## config.mk

```make
export PLATFORM = sky130hd
export DESIGN_NAME = checksummed_pad_frame_receiver
export DESIGN_NICKNAME = d
export VERILOG_FILES = /design/src/design/cpfr_pkg.sv /design/src/design/cpfr_deframe.sv /design/src/design/cpfr_evq.sv /design/src/design/checksummed_pad_frame_receiver.sv
export VERILOG_INCLUDE_DIRS = /design/src /design/src/design
export SDC_FILE = /design/constraint.sdc
export NUM_CORES = 1
export LEC_CHECK = 0
export ABC_AREA = 1
export BUFFER_PORTS_ARGS = -buffer_cell sky130_fd_sc_hd__buf_2
export CAP_MARGIN = 20
export CORE_ASPECT_RATIO = 0.75
export CORE_MARGIN = 2
export CORE_UTILIZATION = 65
export CTS_CLUSTER_SIZE = 25
export DETAILED_ROUTE_END_ITERATION = 6
export GPL_ROUTABILITY_DRIVEN = 0
export PLACE_DENSITY = 0.84
export SETUP_SLACK_MARGIN = 0.3
export SLEW_MARGIN = 25
export SYNTH_ARGS = -nofsm -noshare
export SYNTH_HDL_FRONTEND = slang
export SYNTH_HIERARCHICAL = 1
export SYNTH_SLANG_ARGS = --single-unit
```

## constraint.sdc

```tcl
create_clock -name clock -period 4.85 [get_ports clock]
set_clock_uncertainty 0.05 [all_clocks]
set_input_delay 0.2425 -clock clock [delete_from_list [all_inputs] [get_ports clock]]
set_output_delay 0.2425 -clock clock [all_outputs]
set_load 0.005 [all_outputs]
```

## src/design/assert_macros.svh

```systemverilog
// Assertion helpers shared by the receiver RTL.
`ifndef ASSERT_MACROS_SVH
`define ASSERT_MACROS_SVH

// The consequent must hold in the same cycle as the antecedent.
`define CPFR_ASSERT_SAME(label, clk, rst, ante, cons) \
   label: assert property (@(posedge clk) disable iff (rst) (ante) |-> (cons)) \
      else $error("assertion failed");

// The consequent must hold in the cycle after the antecedent.
`define CPFR_ASSERT_NEXT(label, clk, rst, ante, cons) \
   label: assert property (@(posedge clk) disable iff (rst) (ante) |=> (cons)) \
      else $error("assertion failed");

`endif

```

## src/design/cpfr_pkg.sv

```systemverilog
package cpfr_pkg;

   // Frame layout.
   localparam logic [7:0] START_MARK = 8'hAA;
   localparam logic [7:0] END_MARK   = 8'h55;
   localparam logic [3:0] LAST_POS   = 4'd10;
   localparam int         BODY_BYTES = 8;

   // Request kinds carried on the request tuser bit.
   localparam logic OP_BYTE = 1'b0;
   localparam logic OP_POP  = 1'b1;

   // Values latched from the last frame that passed its checks.
   typedef struct packed {
      logic [15:0]       button_word;
      logic [7:0]        left_trigger;
      logic [7:0]        right_trigger;
      logic signed [7:0] right_y;
      logic signed [7:0] right_x;
      logic signed [7:0] left_y;
      logic signed [7:0] left_x;
   } latch_type;

   // Newly pressed buttons handed to the event queue.
   typedef struct packed {
      logic        push;
      logic [15:0] mask;
   } push_type;

endpackage

```

## src/design/cpfr_deframe.sv

```systemverilog
module cpfr_deframe (
   input  logic                clock,
   input  logic                reset,
   input  logic                byte_accept,
   input  logic [7:0]          rx_byte,
   output logic                frame_ok,
   output cpfr_pkg::latch_type latch,
   output cpfr_pkg::push_type  event_push
);
   import cpfr_pkg::*;

   logic [3:0]  pos_ff;
   logic [3:0]  pos_in;
   logic [7:0]  sum_ff;
   logic [7:0]  sum_in;
   logic [7:0]  body_ff [BODY_BYTES];
   logic [15:0] prev_buttons_ff;
   latch_type   latch_ff;
   logic [15:0] buttons;
   logic        at_end;

   // Bytes seven and eight hold the button word, low byte first.
   assign buttons = {body_ff[7], body_ff[6]};
   assign at_end  = byte_accept && (rx_byte != START_MARK) && (pos_ff == LAST_POS);

   // The running sum covers bytes zero to nine, so a good checksum leaves it at zero.
   assign frame_ok = at_end && (rx_byte == END_MARK) && (sum_ff == 8'd0);

   // Position and running sum; a start mark always restarts the frame.
   always_comb begin
      pos_in = pos_ff;
      sum_in = sum_ff;
      if (byte_accept) begin
         if (rx_byte == START_MARK) begin
            pos_in = 4'd1;
            sum_in = START_MARK;
         end else if (pos_ff == LAST_POS || pos_ff == 4'd0) begin
            pos_in = 4'd0;
         end else begin
            pos_in = pos_ff + 4'd1;
            sum_in = sum_ff + rx_byte;
         end
      end
   end

   always_ff @(posedge clock) begin
      if (reset) begin
         pos_ff <= 4'd0;
      end else begin
         pos_ff <= pos_in;
      end
      sum_ff <= sum_in;
   end

   // Body bytes one to eight are kept at fixed places.
   always_ff @(posedge clock) begin
      for (int i = 0; i < BODY_BYTES; i++) begin
         if (byte_accept && rx_byte != START_MARK && pos_ff == 4'(i + 1)) begin
            body_ff[i] <= rx_byte;
         end
      end
   end

   // Latches and the previous button word change only on a good frame.
   always_ff @(posedge clock) begin
      if (reset) begin
         latch_ff        <= '0;
         prev_buttons_ff <= 16'd0;
      end else if (frame_ok) begin
         latch_ff.left_x        <= body_ff[0];
         latch_ff.left_y        <= body_ff[1];
         latch_ff.right_x       <= body_ff[2];
         latch_ff.right_y       <= body_ff[3];
         latch_ff.right_trigger <= body_ff[4];
         latch_ff.left_trigger  <= body_ff[5];
         latch_ff.button_word   <= buttons;
         prev_buttons_ff        <= buttons;
      end
   end

   assign latch           = latch_ff;
   assign event_push.mask = buttons & ~prev_buttons_ff;
   assign event_push.push = frame_ok && (event_push.mask != 16'd0);

endmodule

```

## src/design/cpfr_evq.sv

```systemverilog
module cpfr_evq #(
   parameter int QUEUE_DEPTH = 16
) (
   input  logic               clock,
   input  logic               reset,
   input  logic               accept,
   input  logic               pop,
   input  cpfr_pkg::push_type event_push,
   output logic               event_valid,
   output logic [15:0]        event_bits,
   output logic               waiting
);
   import cpfr_pkg::*;

   localparam int              AW   = $clog2(QUEUE_DEPTH);
   localparam logic [AW-1:0] LAST = AW'(QUEUE_DEPTH - 1);

   logic [15:0]   mem [QUEUE_DEPTH];
   logic [AW-1:0] head_ff;
   logic [AW-1:0] tail_ff;
   logic [AW-1:0] head_next;
   logic [AW-1:0] tail_next;
   logic          full;
   logic          take;
   logic          event_valid_ff;
   logic [15:0]   event_bits_ff;

   assign head_next = (head_ff == LAST) ? '0 : head_ff + 1'b1;
   assign tail_next = (tail_ff == LAST) ? '0 : tail_ff + 1'b1;
   assign full      = (head_next == tail_ff);
   assign waiting   = (head_ff != tail_ff);
   assign take      = accept && pop && waiting;

   // One slot stays free, so a full queue drops the new event.
   always_ff @(posedge clock) begin
      if (event_push.push && !full) begin
         mem[head_ff] <= event_push.mask;
      end
   end

   always_ff @(posedge clock) begin
      if (reset) begin
         head_ff <= '0;
         tail_ff <= '0;
      end else begin
         if (event_push.push && !full) begin
            head_ff <= head_next;
         end
         if (take) begin
            tail_ff <= tail_next;
         end
      end
   end

   // Registered read of the oldest event; any other request returns zero.
   always_ff @(posedge clock) begin
      if (reset) begin
         event_valid_ff <= 1'b0;
      end else if (accept) begin
         event_valid_ff <= take;
      end
      if (take) begin
         event_bits_ff <= mem[tail_ff];
      end else if (accept) begin
         event_bits_ff <= 16'd0;
      end
   end

   assign event_valid = event_valid_ff;
   assign event_bits  = event_bits_ff;

endmodule

```

## src/design/checksummed_pad_frame_receiver.sv

```systemverilog
// Channel   | Direction | Contents
// req_      | in        | tdata: rx_byte; tuser: op (0 byte, 1 pop)
// rsp_      | out       | one response per request, frame latches and event
//
// One request is taken per cycle; its response is registered and appears the
// next cycle. req_tready is high while the response register is empty or
// being drained, so the stream only stalls when rsp_tready holds it off.
// The frame check is a running 8-bit sum, and the event queue is a memory
// with one write and one registered read port. Synchronous reset clears the
// frame position, latches, queue pointers and response valid.
`include "assert_macros.svh"

module checksummed_pad_frame_receiver #(
   parameter int QUEUE_DEPTH = 16
) (
   input  logic        clock,
   input  logic        reset,
   input  logic        req_tvalid,
   output logic        req_tready,
   input  logic [7:0]  req_tdata,   // [7:0] rx_byte
   input  logic [0:0]  req_tuser,   // [0] op
   output logic        rsp_tvalid,
   input  logic        rsp_tready,
   // [7:0] left_x, [15:8] left_y, [23:16] right_x, [31:24] right_y,
   // [39:32] right_trigger, [47:40] left_trigger, [63:48] button_word,
   // [79:64] event_bits, [80] events_waiting, [87:81] zero
   output logic [87:0] rsp_tdata,
   output logic [1:0]  rsp_tuser    // [0] frame_ok, [1] event_valid
);
   import cpfr_pkg::*;

   logic      accept;
   logic      byte_accept;
   logic      frame_ok;
   logic      frame_ok_ff;
   logic      rsp_valid_ff;
   latch_type latch;
   push_type  event_push;
   logic      event_valid;
   logic [15:0] event_bits;
   logic      waiting;

   assign req_tready  = !rsp_valid_ff || rsp_tready;
   assign accept      = req_tvalid && req_tready;
   assign byte_accept = accept && (req_tuser[0] == OP_BYTE);

   cpfr_deframe u_deframe (
      .clock       (clock),
      .reset       (reset),
      .byte_accept (byte_accept),
      .rx_byte     (req_tdata),
      .frame_ok    (frame_ok),
      .latch       (latch),
      .event_push  (event_push)
   );

   cpfr_evq #(
      .QUEUE_DEPTH (QUEUE_DEPTH)
   ) u_evq (
      .clock       (clock),
      .reset       (reset),
      .accept      (accept),
      .pop         (req_tuser[0] == OP_POP),
      .event_push  (event_push),
      .event_valid (event_valid),
      .event_bits  (event_bits),
      .waiting     (waiting)
   );

   // Response valid and the frame flag.
   always_ff @(posedge clock) begin
      if (reset) begin
         rsp_valid_ff <= 1'b0;
         frame_ok_ff  <= 1'b0;
      end else begin
         if (accept) begin
            rsp_valid_ff <= 1'b1;
            frame_ok_ff  <= frame_ok;
         end else if (rsp_tready) begin
            rsp_valid_ff <= 1'b0;
         end
      end
   end

   assign rsp_tvalid = rsp_valid_ff;
   assign rsp_tuser  = {event_valid, frame_ok_ff};
   assign rsp_tdata  = {7'd0, waiting, event_bits, latch.button_word,
                        latch.left_trigger, latch.right_trigger,
                        latch.right_y, latch.right_x, latch.left_y, latch.left_x};

   // A response never reports a frame and an event at once.
   `CPFR_ASSERT_SAME(a_flags_exclusive, clock, reset,
                     rsp_tvalid, !(rsp_tuser[0] && rsp_tuser[1]))
   // A pop on a non-empty queue returns an event.
   `CPFR_ASSERT_NEXT(a_pop_gives_event, clock, reset,
                     accept && req_tuser[0] == OP_POP && waiting,
                     rsp_tvalid && rsp_tuser[1])
   // A byte request never returns an event.
   `CPFR_ASSERT_NEXT(a_byte_no_event, clock, reset, byte_accept,
                     rsp_tvalid && !rsp_tuser[1] && rsp_tdata[79:64] == 16'd0)

endmodule
```

==> results by group, run 1 <==
Status
  • Status: finished clean

Power and ir drop
  • Switch share: 19.6%
  • Pwr Total: between 7 and 8 mW
  • Maximum VDD drop: approximately 0.25 mV
  • Power per Cell Area: 351 nW/um^2
  • Pint: 5.64 mW
  • Part of the power in registers: 56.0%
  • P_sw: 1.38 mW
  • Leakage: 7.90 nW
  • Comb power frac: approximately 1.7%
  • Clock power share: around 42%

STA
  • Final Hold Viols: 0
  • Max-Slew Margin vs Limit: between 30% and 40%
  • Max Slew Vio Count: 0
  • Max Clock Freq: 307 MHz
  • Period utilization: 67.1%
  • Actual slew at the worst max-slew pin: just over 1000 ps
  • RSZ-0062 raised after global routing: false
  • # setup viols final: 0
  • Tmin final: 3250 ps
  • Setup TNS: 0 ps

Route
  • Post-Route WL: 41,900 microns
  • Pre-Repair DR Iteration Count: 6
  • Wirelength per Cell: 19.3 microns
  • Antenna Nets Post-Route: 0
  • Vias/cell: 5.75
  • Drt drc: 0
  • DR vias: 12,500
  • DR iter-0 viols: about 1,500

Worst setup path
  • Worst reg2reg path depth: 8
  • CP Max Fanout: 17
  • CP endpoint kind: flip-flop
  • R2R Path End: u_evq/mem[10][13]
  • Worst EP required: 5040 ps
  • Startpoint types: flip-flop
  • Critical Path AT: around 3400 ps
  • Worst r2r src: u_deframe/body_ff[6][5]
  • R2R Setup Slk: 1600 ps
  • Crit path kind: reg2reg

Global routing
  • First-pass GRT wire length: 65,400 microns
  • Grt ovf: 0
  • Initial antenna violation count: 0
  • GRT Resource Usage Total: 29.2%
  • Pin count of the biggest net entering global routing: roughly 110
  • Vias in the first global route: 12,200

Synthesis
  • Post-Synth XOR/XNOR Area: 0.390%
  • Simple-Gate Fraction of Synth Area: 13.9%
  • Post-synthesis register bit count: about 430
  • Synth top cells by count: 344 x edfxtp_1, 266 x inv_1, 227 x nand2_1
  • Synth area leaders: edfxtp_1 57%, dfxtp_1 9.2%, inv_1 5.6%, nand2_1 4.7%, nor2_1 4.0%
  • Asr flop ratio synth: 0%
  • Largest family of logic cells by synthesized area: simple AND/OR/NAND/NOR gates
  • Top_reg_cell synth: edfxtp_1
  • Yosys warns: 6
  • Top cell type by total area after synthesis: edfxtp_1
  • Post-synthesis sequential area ratio: 66.7%
  • Mux cell area share after synthesis: 0%
  • Post-synthesis cell count: 1,706
  • Count leader, synth: edfxtp_1
  • Synth top area share: a little under three fifths
  • Complex-gate fraction of the synthesized area: just under 9%
  • Post-Syn Area: between 15,000 and 20,000 sq um
  • Syn Area/Cell: 10.5 sq um
  • Number of synthesized flops with an enable pin: approximately 340
  • Yosys cell types: 40
  • Adder-Cell Fraction of Synth Area: ~1.3%

Die
  • # IOs: ~110
  • Initial core utilization: 66.4%
  • Rows: 52
  • Core area: 27,100 sq um
  • Die Width: 196 microns
  • Die H: 148 microns
  • Die area: 29,000 sq um

Placement
  • Post-DP HPWL: between 20,000 and 30,000 microns
  • Port Buf Inserts: 97

Layout
  • Share of cells above drive strength 1: 12.6%
  • FILL cells: 1,706
  • Ant. Diodes: 0
  • Final nets: 1,822
  • Synth-to-Final Area Change: 11.2%

Clock tree
  • CTS tree: built
  • Clock Sinks: 427
  • Largest buffer count on any clock path: 3
  • Cts repair resizes: 0
  • H-tree Lvls: 2
  • Clk slew on worst S/H paths: ~70 ps
  • Root buf cell: clkbuf_16
  • Total CTS buffers: 40
  • Insertion delay to the later sink of the worst-skew pair: 540 ps

Min path
  • Hold path cells: 1
  • Hold Crit Class: in2reg
  • Worst Hold Path EP: u_deframe/body_ff[3][0]
  • Hold path start: req_tdata[0]

Run
  • Max cap viols: 0
stage by stage:
| stage | util, % | worst slack [ps] | cells | hold WS, ps | instance area [sq um] |
|---|---|---|---|---|---|
| final | 73.9 | 1600 | 2172 | 45.0 | 20000 |
| after floorplan | - | 1620 | 1712 | 255 | 18000 |
| after CTS | 73.8 | 1610 | 2171 | 25.0 | 20000 |
| after detailed placement | 69.2 | 1650 | 2096 | 418 | 18700 |
| after global placement | 69.1 | 1730 | 2096 | 407 | 18700 |
| after global routing | 73.9 | 1330 | 2172 | 35.4 | 20000 |
worst max-delay path by stage:
stage,startpoint,to,slack (ps),depth (start not counted)
global placement,u_deframe/body_ff[6][5],u_evq/mem[0][0],1730,7
finish,u_deframe/body_ff[6][5],u_evq/mem[10][13],1600,8
CTS,u_deframe/body_ff[6][5],u_evq/mem[10][11],1610,8
detailed placement,u_deframe/body_ff[6][5],u_evq/mem[10][7],1650,8
global route,u_deframe/body_ff[6][5],u_evq/mem[10][3],1330,8
floorplan,u_deframe/pos_ff[0],u_evq/mem[4][0],1620,12
sequential cells by signal, summed over array words and instances (netlist names), named ones only:
signal	count
u_evq/head_ff	4
u_evq/mem	256
u_deframe/pos_ff	4
u_evq/event_bits	16
u_deframe/body_ff	64
u_deframe/latch	64
rsp_tvalid	1
u_deframe/sum_ff	8
frame_ok_ff	1
u_evq/event_valid	1
u_evq/tail_ff	4
routing by layer:
| layer | wire [microns] | track usage, % |
|---|---|---|
| met5 | 0 | 0 |
| met4 | 1320 | 11.6 |
| met3 | 4090 | 5.98 |
| met2 | 19700 | 46.5 |
| met1 | 16800 | 40.2 |
logic make-up after synthesis:
logic type | after synthesis
XOR/XNOR | 8
AO/OA/AOI/OAI | 299
flip-flops | 427
adder cells (fa/ha/maj) | 18
buffers and inverters | 369
other | 1
AND/OR/NAND/NOR | 584
worst max-delay path: stages, from the launching register on:
cell	delay (ps)
edfxtp_1	330
inv_1	50
nor2_1	670
nor3_1	150
nand2_1	120
o21a_1	310
nand2_4	240
nor3_2	700
buf_4	330
power groups by stage:
stage	sequential (mW)	combinational, mW	clock [mW]
after CTS	3.93	0.114	3.01
after detailed placement	4.01	0.110	0
after global routing	3.93	0.127	3.16
final	3.93	0.116	2.97
after floorplan	4.01	0.0651	0
after global placement	4.01	0.105	0
placed cells by master, fill, tap and decap left out, drive strengths merged, types with 4 or more instances in the layout:
cell type	instances
clkinv	15
dfxtp	83
nand3	104
or2	4
buf	128
ha	17
nor3	38
a21o	12
o21ai	121
nand2	237
nand4	5
clkbuf	56
xnor2	5
inv	274
o211ai	28
nor2	193
edfxtp	344
conb	7
a21oi	135
cell type report:
type / instances / area, sq um / share of cell area, %
sequential: 427 / 12000 / 60.0
multi-input combinational: 916 / 4530 / 22.7
clock buffer: 56 / 1090 / 5.46
inverter: 275 / 1030 / 5.17
timing repair buffer: 131 / 773 / 3.87
tap: 351 / 439 / 2.20
clock inverter: 16 / 126 / 0.632
what timing repair did:
action | CTS | global route
hold endpoints to repair | 2 | 0
hold buffers | 3 | 0
buffers inserted | 0 | 0
(Power assumes the default switching activity.)
==> run 2: changes to the inputs <==
Settings changed: ABC_AREA 1 to 0, CORE_UTILIZATION 65 to 60, PLACE_DENSITY 0.84 to 0.79.
Clock period 4.85 ns to 3.15 ns, I/O delays scaled along.
==> results by group, run 2 <==
Synthesis
  • Number of synthesized flops with an enable pin: 344 (unchanged)
  • Top cell type by total area after synthesis: edfxtp_1
  • Synth top area share: 59.7% (+2.2 points)
  • Asr flop ratio synth: 0% (unchanged)
  • Synth area leaders: edfxtp_1 60%, dfxtp_1 9.6%, mux4_2 8.3%, nand4_1 2.4%, a21oi_1 2.0%
  • Yosys cell types: 74 (+85%)
  • Synth top cells by count: 344 x edfxtp_1, 83 x dfxtp_1, 70 x a21oi_1
  • Top_reg_cell synth: edfxtp_1
  • Post-synthesis register bit count: 427 (unchanged)
  • Count leader, synth: edfxtp_1
  • Yosys warns: 6 (unchanged)
  • Post-synthesis sequential area ratio: 69.3% (+2.6 points)
  • Post-Syn Area: 17,300 sq um (-3.8%)
  • Post-synthesis cell count: 1,048 (-39%)
  • Syn Area/Cell: 16.5 sq um (+57%)

Route
  • Pre-Repair DR Iteration Count: 6 (unchanged)
  • Wirelength per Cell: 26.3 microns (+36%)
  • Wire length on met1: 17,200 microns (+2.9%)
  • Post-Route WL: 41,700 microns (-0.37%)
  • Drt drc: 0 (unchanged)
  • DR vias: 10,400 (-17%)
  • Top layer in use: met4
  • Vias/cell: 6.55 (+14%)
  • Wire length on met3: 4620 microns (+13%)
  • Antenna Nets Post-Route: 0 (unchanged)
  • Met2 WL: 18,900 microns (-4.1%)
  • DR iter-0 viols: 1,280 (-12%)

Die
  • # IOs: 105 (unchanged)
  • Rows: 53 (+1.9%)
  • Die Width: 200 microns (+2.1%)
  • Initial core utilization: 61.4% (-5.0 points)
  • Die area: 30,200 sq um (+4.2%)
  • Core area: 28,200 sq um (+4.1%)
  • Die H: 151 microns (+2.1%)

Worst setup path
  • CP endpoint kind: flip-flop
  • Startpoint types: flip-flop
  • Worst path max stage delay: 400 ps (-300 ps)
  • Crit path kind: reg2reg
  • Critical Path AT: 2910 ps (-530 ps)
  • CP max-delay cell: and4_4
  • CP Max Fanout: 19 (+2)
  • Worst reg2reg path depth: 9 (+1)
  • R2R Setup Slk: 410 ps (-1190 ps)
  • Crit path cell chain: inv_1, ha_2, nor4b_4, nand4bb_4, nor3_4, and2_1, a21boi_2, buf_12, and4_4
  • Setup crit start: u_deframe/pos_ff[0]
  • Worst EP required: 3310 ps (-1730 ps)
  • R2R Path End: u_evq/mem[15][13]
  • Worst r2r src: u_deframe/pos_ff[0]
  • Worst setup path end: u_evq/mem[15][13]

STA
  • Max-Slew Margin vs Limit: 34.1% (+1.2 points)
  • Final Hold Viols: 0 (unchanged)
  • Period utilization: 87.1% (+20 points)
  • Tmin final: 2740 ps (-510 ps)
  • Max Clock Freq: 364 MHz (+19%)
  • Max Slew Vio Count: 0 (unchanged)
  • RSZ-0062 raised after global routing: true
  • Actual slew at the worst max-slew pin: 984 ps (-21.3 ps)
  • Setup TNS: 0 ps (unchanged)
  • # setup viols final: 0 (unchanged)

Layout
  • Most common cell after layout, fill and taps aside: edfxtp_1
  • Final nets: 1,202 (-34%)
  • Share of cells above drive strength 1: 29.1% (+17 points)
  • Finished Layout Cells: 1,588 (-27%)
  • Most flops, register: u_evq/mem
  • Max reg flops: 256 (unchanged)
  • FILL cells: 1,697 (-0.53%)
  • Ant. Diodes: 0 (unchanged)
  • Synth-to-Final Area Change: 15.0%
  • Highest-count cells in the layout ignoring fill and taps: 344 x edfxtp_1, 97 x buf_2, 80 x dfxtp_1

Clock tree
  • Total CTS buffers: 40 (unchanged)
  • CTS tree: built
  • Clk slew on worst S/H paths: 70 ps (about the same)
  • Clock Sinks: 427 (unchanged)
  • Root buf cell: clkbuf_16
  • H-tree Lvls: 2 (unchanged)
  • Largest buffer count on any clock path: 3 (unchanged)
  • Insertion delay to the later sink of the worst-skew pair: 540 ps (about the same)

Global routing
  • GRT Resource Usage Total: 28.1% (-1.1 points)
  • Vias in the first global route: 10,300 (-15%)
  • Pin count of the biggest net entering global routing: 65 (-40%)
  • Initial antenna violation count: 0 (unchanged)
  • Grt ovf: 0 (unchanged)
  • First-pass GRT wire length: 63,300 microns (-3.2%)

Power and ir drop
  • Pwr Total: 11.3 mW (+61%)
  • Maximum VDD drop: 0.335 mV (+36%)
  • Power per Cell Area: 567 nW/um^2 (+62%)
  • Leakage: 6.59 nW (-17%)

Placement
  • Port Buf Inserts: 97 (unchanged)
  • Dpl cells: 1,506 (-28%)
  • Post-DP HPWL: 26,300 microns (+4.1%)

Min path
  • Hold path start: req_tdata[5]
  • Hold Crit Class: in2reg

Status
  • Status: finished clean

Run
  • Max cap viols: 0 (unchanged)
-- run 2: per-layer routing --
layer  track usage, %  vias to the layer above
met5                0                        -
met1             41.4                     5270
met2             42.1                      605
li1                 -                     4448
met3             6.95                       73
met4             8.66                        0
-- run 2: cells by family after synthesis --
| family | Yosys count | synth area share (%) |
|---|---|---|
| XOR/XNOR | 10 | 0.506 |
| flip-flops | 427 | 69.3 |
| multiplexers | 89 | 9.79 |
| adder cells (fa/ha/maj) | 18 | 1.34 |
| buffers and inverters | 102 | 3.33 |
| other | 1 | 0.0217 |
| AND/OR/NAND/NOR | 202 | 7.46 |
| AO/OA/AOI/OAI | 199 | 8.26 |
-- run 2: timing repair --
action                     4_1_cts  5_1_grt
gates resized for setup         10       11
setup endpoints to repair      244      256
hold endpoints to repair        20        0
buffers inserted                 1        1
hold buffers                     6        0
pin swaps                        0        4
cloned                           0        0
-- run 2: layout make-up --
type	instances	area (sq um)	share of cell area, %
clock buffers	56	1150	5.79
clock inverters	18	248	1.24
inverters	11	41.3	0.207
multi-input cells	525	4870	24.5
flip-flops and latches	427	12000	60.3
well taps	385	482	2.42
repair buffers	166	1120	5.61
-- run 2: stage by stage --
stage          setup slack (ps)  area (sq um)  utilization (%)  hold slack [ps]
6_report                    406         19900             70.6             19.6
5_1_grt                     294         19900             70.6             11.4
4_1_cts                     261         19800             70.4             5.70
3_5_place_dp               52.9         18300             65.1              353
3_3_place_gp                209         18300             65.1              347
2_1_floorplan               324         17300                -              170
-- run 2: power breakdown --
group          total [mW]  internal, mW  switching (mW)  leakage [nW]
registers            6.05          6.04         0.00597          3.78
clock network        5.08          3.06            2.02         0.690
logic               0.173        0.0593           0.114          2.12
total                11.3          9.16            2.14          6.59
-- run 2: worst max-delay path: cells and delay by family, from the launching register on --
family	cells	cell delay, ps
AOI/OAI and AO/OA	1	220
adders and majority gates	1	230
buffers and inverters	2	290
DFF	1	350
and+or+nand+nor	5	1270
-- run 2: how the worst min path moves through the flow --
stage,to,slack [ps],cells past startpoint
final,u_deframe/body_ff[4][5],20,2
after global routing,u_deframe/body_ff[5][4],10,2
after CTS,u_deframe/body_ff[7][4],6,2
after detailed placement,u_deframe/body_ff[5][6],350,1
after global placement,u_deframe/body_ff[5][6],350,1
after floorplan,frame_ok_ff,170,1
